--- src/hw/rtl/one_pole_tone_shaper_unit_defines.svh ---
// ----------------------------------------------------------------------------
// One-pole tone shaper assertion macros
// Shared assertion helpers, clocked on clk and held off during reset.
// ----------------------------------------------------------------------------
`ifndef ONE_POLE_TONE_SHAPER_UNIT_DEFINES_SVH
`define ONE_POLE_TONE_SHAPER_UNIT_DEFINES_SVH

// same-cycle implication
`define OPTS_ASSERT_SAME(lbl, ante, cons, msg) \
    lbl: assert property (@(posedge clk) disable iff (!rst_n) (ante) |-> (cons)) \
        else $error(msg);

// next-cycle implication
`define OPTS_ASSERT_NEXT(lbl, ante, cons, msg) \
    lbl: assert property (@(posedge clk) disable iff (!rst_n) (ante) |=> (cons)) \
        else $error(msg);

`endif

--- src/hw/rtl/opts_pkg.sv ---
// ----------------------------------------------------------------------------
// One-pole tone shaper package
// Widths, register codes, sequencer states and the shared multiplier control.
// ----------------------------------------------------------------------------
`timescale 1ns / 1ps

package opts_pkg;

    // channels and sample formats
    localparam int NUM_CHANNELS = 2;
    localparam int CH_W         = 1;
    localparam int SAMPLE_W     = 24;
    localparam int ZMEM_W       = 40;
    localparam int DIFF_W       = ZMEM_W + 1;
    localparam int SHAPED_W     = ZMEM_W + 2;
    localparam int COEFF_W      = 16;
    localparam int GAIN_W       = 14;
    localparam int FRAC_EXT     = ZMEM_W - SAMPLE_W;

    // configuration port
    localparam int CFG_IDX_W  = 2;
    localparam int CFG_DATA_W = 16;

    typedef enum logic [CFG_IDX_W-1:0] {
        CFG_TONE_COEFF  = 2'd0,
        CFG_LINEAR_GAIN = 2'd1,
        CFG_BRIGHT_MODE = 2'd2,
        CFG_BYPASS      = 2'd3
    } cfg_idx_t;

    localparam logic [COEFF_W-1:0] COEFF_RESET = 16'd32768;
    localparam logic [GAIN_W-1:0]  GAIN_RESET  = 14'd4096;

    // shared multiplier: wide operand split in two chunks
    localparam int CHUNK_W = 21;
    localparam int MUL_A_W = CHUNK_W + 1;
    localparam int MUL_B_W = COEFF_W + 1;
    localparam int PROD_W  = MUL_A_W + MUL_B_W;
    localparam int ACC_W   = DIFF_W + MUL_B_W;

    // rounding points: coefficient Q0.16, gain Q2.12 on a Q.39 value
    localparam int COEFF_SHIFT = COEFF_W;
    localparam int GAIN_SHIFT  = 28;
    localparam logic [ACC_W-1:0] ROUND_C = ACC_W'(1) << (COEFF_SHIFT - 1);
    localparam logic [ACC_W-1:0] ROUND_G = ACC_W'(1) << (GAIN_SHIFT - 1);

    localparam logic signed [SAMPLE_W-1:0] SAT_MAX = {1'b0, {(SAMPLE_W-1){1'b1}}};
    localparam logic signed [SAMPLE_W-1:0] SAT_MIN = {1'b1, {(SAMPLE_W-1){1'b0}}};

    // sequencer states
    typedef enum logic [7:0] {
        ST_IDLE = 8'b0000_0001,
        ST_DLO  = 8'b0000_0010,
        ST_DHI  = 8'b0000_0100,
        ST_UPD  = 8'b0000_1000,
        ST_SHP  = 8'b0001_0000,
        ST_SLO  = 8'b0010_0000,
        ST_SHI  = 8'b0100_0000,
        ST_FIN  = 8'b1000_0000
    } state_t;

    // multiply-accumulate step control
    typedef struct packed {
        logic en;     // run one step
        logic hi;     // upper chunk: accumulate shifted product
        logic gain;   // gain pass: use the gain rounding bias
    } macc_ctl_t;

endpackage

--- src/hw/rtl/opts_macc.sv ---
// ----------------------------------------------------------------------------
// One-pole tone shaper multiply-accumulate
// Shared signed multiplier with a wide accumulator, one chunk per step.
// ----------------------------------------------------------------------------
`timescale 1ns / 1ps

module opts_macc import opts_pkg::*;
(
    input  logic                      clk,
    input  macc_ctl_t                 ctl,
    input  logic signed [MUL_A_W-1:0] a,
    input  logic signed [MUL_B_W-1:0] b,
    output logic signed [ACC_W-1:0]   acc
);

    logic signed [PROD_W-1:0] prod;
    logic signed [ACC_W-1:0]  prod_ext;
    logic signed [ACC_W-1:0]  acc_reg;
    logic signed [ACC_W-1:0]  acc_next;

    // the one multiplier
    assign prod     = a * b;
    assign prod_ext = {{(ACC_W-PROD_W){prod[PROD_W-1]}}, prod};

    // low chunk starts with the rounding bias, high chunk adds in shifted
    always_comb
    begin
        if (ctl.hi)
        begin
            acc_next = acc_reg + (prod_ext <<< CHUNK_W);
        end
        else
        begin
            acc_next = prod_ext + (ctl.gain ? ROUND_G : ROUND_C);
        end
    end

    always_ff @(posedge clk)
    begin
        if (ctl.en)
        begin
            acc_reg <= acc_next;
        end
    end

    assign acc = acc_reg;

endmodule

--- config.mk ---
export PLATFORM = sky130hd
export DESIGN_NAME = opts_macc
export DESIGN_NICKNAME = d
export VERILOG_FILES = /design/src/hw/rtl/one_pole_tone_shaper_unit_defines.svh /design/src/hw/rtl/opts_pkg.sv /design/src/hw/rtl/opts_macc.sv
export SDC_FILE = /design/constraint.sdc
export NUM_CORES = 1
export LEC_CHECK = 0
export BUFFER_PORTS_ARGS = -buffer_cell sky130_fd_sc_hd__buf_2
export CORE_ASPECT_RATIO = 1.25
export CORE_MARGIN = 1.5
export CORE_UTILIZATION = 52
export CTS_BUF_LIST = sky130_fd_sc_hd__clkbuf_8
export CTS_CLUSTER_DIAMETER = 200
export CTS_CLUSTER_SIZE = 10
export DETAILED_ROUTE_END_ITERATION = 8
export GPL_ROUTABILITY_DRIVEN = 1
export PLACE_DENSITY = 0.7
export RECOVER_POWER = 50
export SETUP_SLACK_MARGIN = 0.4
export SKIP_LAST_GASP = 1
export SLEW_MARGIN = 20
export SYNTH_ARGS = -nofsm -noshare
export SYNTH_HDL_FRONTEND = slang
export SYNTH_SLANG_ARGS = --single-unit
--- constraint.sdc ---
create_clock -name clk -period 16.7 [get_ports clk]
set_input_delay 3.34 -clock clk [delete_from_list [all_inputs] [get_ports clk]]
set_output_delay 3.34 -clock clk [all_outputs]
set_load 0.02 [all_outputs]
==> run summary <==
Async SR Flop Fraction = 0%
deepest level of the CTS H-tree = 3
largest cells by area after synthesis = fa_1 (40%), edfxtp_1 (9.5%), ha_1 (9.1%)
maximum root-to-sink buffer count = 2
Fmax = 86.8 MHz
CTS Hold Bufs = 0
Critical Path Sink = acc[56]
max-cap violations = 0
launch point of the worst path = b[8]
worst slew pin tran = 1.21 ns
Overall Global Routing Usage = 26.9%
DRC errors left = 0
final worst-path cycle share = 69.0%
Synth Register Bits = 58
Syn Nets = 2589
GPL Wtd Cong = 0.915
core area = 0.0347 mm^2
grt ovf = 0
DR vias = 14.2k
Hold Vio Cnt, Final = 0
total CTS buffers = 9
Post-synth EDFFs = 58
DRT Pass-1 Iters = 5
critical path class = input pin to flop
Synth Flop Type = edfxtp_1
post-synth top area cell = fa_1
CTS tree = built
layout cells sized above 1 = 4.62%
Worst slew margin = 19.2%
list of most frequent post-synthesis cells = inv_1 (420), fa_1 (372), nand2_1 (253)
FF-to-FF End = acc[57]
Most common cell on crit path = fa_1
Worst setup EP type = flop
max incr delay on CP = 0.60 ns
Worst Hold Class = flop to flop
Area Overhead vs Synth = 5.27%
Cells after Synth = 2040
sequential element share of the synthesized area = 9.46%
Slew Viols, Final = 0
Ant. Diodes = 0
reg2reg setup slack = 12.94 ns
YS warnings = 0
most instantiated library cell after synthesis = inv_1
critical path required time = 16.77 ns
postcts setup bufs = 0
RSZ-0062 raised after global routing = no
Detailed Route Iter0 Violations = 779
Sink Count = 58
Worst EP arrival = 11.60 ns
max reg flops = 58
Max Clock Skew = 0.0129 ns
Worst R2R Path Depth = 12
Routed Antenna Nets = 0
largest net degree at the start of global routing = 42
Worst Path Max Fanout = 22
# fillers = 3145
starting density of the core = 53.0%
root buf cell = clkbuf_8
Max stage delay cell, worst path = a311oi_1
IO Count = 101
clk_lat worst skew = 0.35 ns
I/O Buffers = 100
CTS clk-pin slew, worst paths = 0.08 ns
Die W = 171 um
final net count = 2623
post-synth top area share = 40.5%
CP Launch Type = input pin
Routed WL = 46100 um
die area = 0.0365 mm^2
vias per std cell = 5.58
Final setup viols = 0
CTS resizes = 0
post-synthesis cell type count = 75
setup TNS after final layout = 0 ns
Avg Inst Size Synth = 9.02 um^2
wire length per cell = 18.1 um
initial antenna violation count = 0
min cycle time layout = 11.53 ns
Reg-to-Reg Start = acc[21]
run status = completed
vias in the first global route = 15.1k
Rows = 76
Die Y = 213 um
first-pass GRT wire length = 77000 um
post-DP HPWL = 37700 um
Syn Std Cell Area = 0.0184 mm^2
cells in the final DEF, fill, tap and decap left out, types with 16 or more instances in the layout:
| cell | instances |
|---|---|
| a21o_1 | 26 |
| a21oi_1 | 67 |
| and2_1 | 181 |
| buf_2 | 49 |
| clkbuf_1 | 52 |
| edfxtp_1 | 58 |
| fa_1 | 372 |
| ha_1 | 134 |
| inv_1 | 420 |
| nand2_1 | 253 |
| nand3_1 | 23 |
| nor2_1 | 64 |
| nor3_1 | 17 |
| o21ai_0 | 64 |
| o21ai_1 | 16 |
| xnor2_1 | 50 |
| xor2_1 | 28 |
metrics by stage:
step	cell area, um^2	instances	hold WS, ns	util (%)	setup slack (ns)
after global routing	19400	2547	0.746	55.8	4.63
after detailed placement	19200	2531	0.680	55.3	4.91
after CTS	19400	2547	0.694	56.0	5.27
after floorplan	18400	2040	0.805	-	6.06
after global placement	19200	2531	0.668	55.3	4.95
final	19400	2547	0.704	55.8	5.17
worst min path at each step:
stage | from | end | slack (ns) | cells past startpoint
after floorplan | acc[21] | acc[21] | 0.81 | 3
after CTS | acc[21] | acc[21] | 0.69 | 3
after detailed placement | acc[21] | acc[21] | 0.68 | 3
final | acc[21] | acc[21] | 0.70 | 3
after global routing | acc[21] | acc[21] | 0.75 | 3
after global placement | acc[21] | acc[21] | 0.67 | 3
routing by layer:
layer	vias up	part of all wire (%)	global-route usage, %
met4	0	2.1	6.44
li1	6411	-	-
met3	79	4.9	2.51
met5	-	0	0
met2	434	52	48.6
met1	7287	41	34.8
worst max-delay path, delay by kind of cell:
kind                     cells  cell delay [ns]
AO/OA/AOI/OAI               12             3.02
XOR/XNOR                     1             0.18
adder cells (fa/ha/maj)      8             3.92
buffers and inverters        6             0.68
AND/OR/NAND/NOR              3             0.46
cells by family (layout without fill, tap and decap cells):
kind of cell | Yosys count | count (layout) | share of synthesized area [%]
compound gates | 271 | 271 | 9.57
xor+xnor | 80 | 80 | 3.92
fa+ha+maj | 506 | 506 | 49.6
buf+inv | 500 | 539 | 10.3
flops | 58 | 58 | 9.46
mux | 3 | 3 | 0.177
simple gates | 622 | 622 | 17.0
area by class of cell:
cell class                      count  area [um^2]  share of cell area [%]
Clock buffer                        9          124                   0.639
Clock inverter                      7          125                   0.646
Inverter                          420         1580                    8.13
Multi-Input combinational cell   1482        14800                    76.2
Sequential cell                    58         1740                    8.99
Tap cell                          468          586                    3.02
Timing Repair Buffer              103          455                    2.35
Power is left out: the tool's default activity adds up to more than one toggle a clock period on the data nets, which glitch-free logic cannot reach.
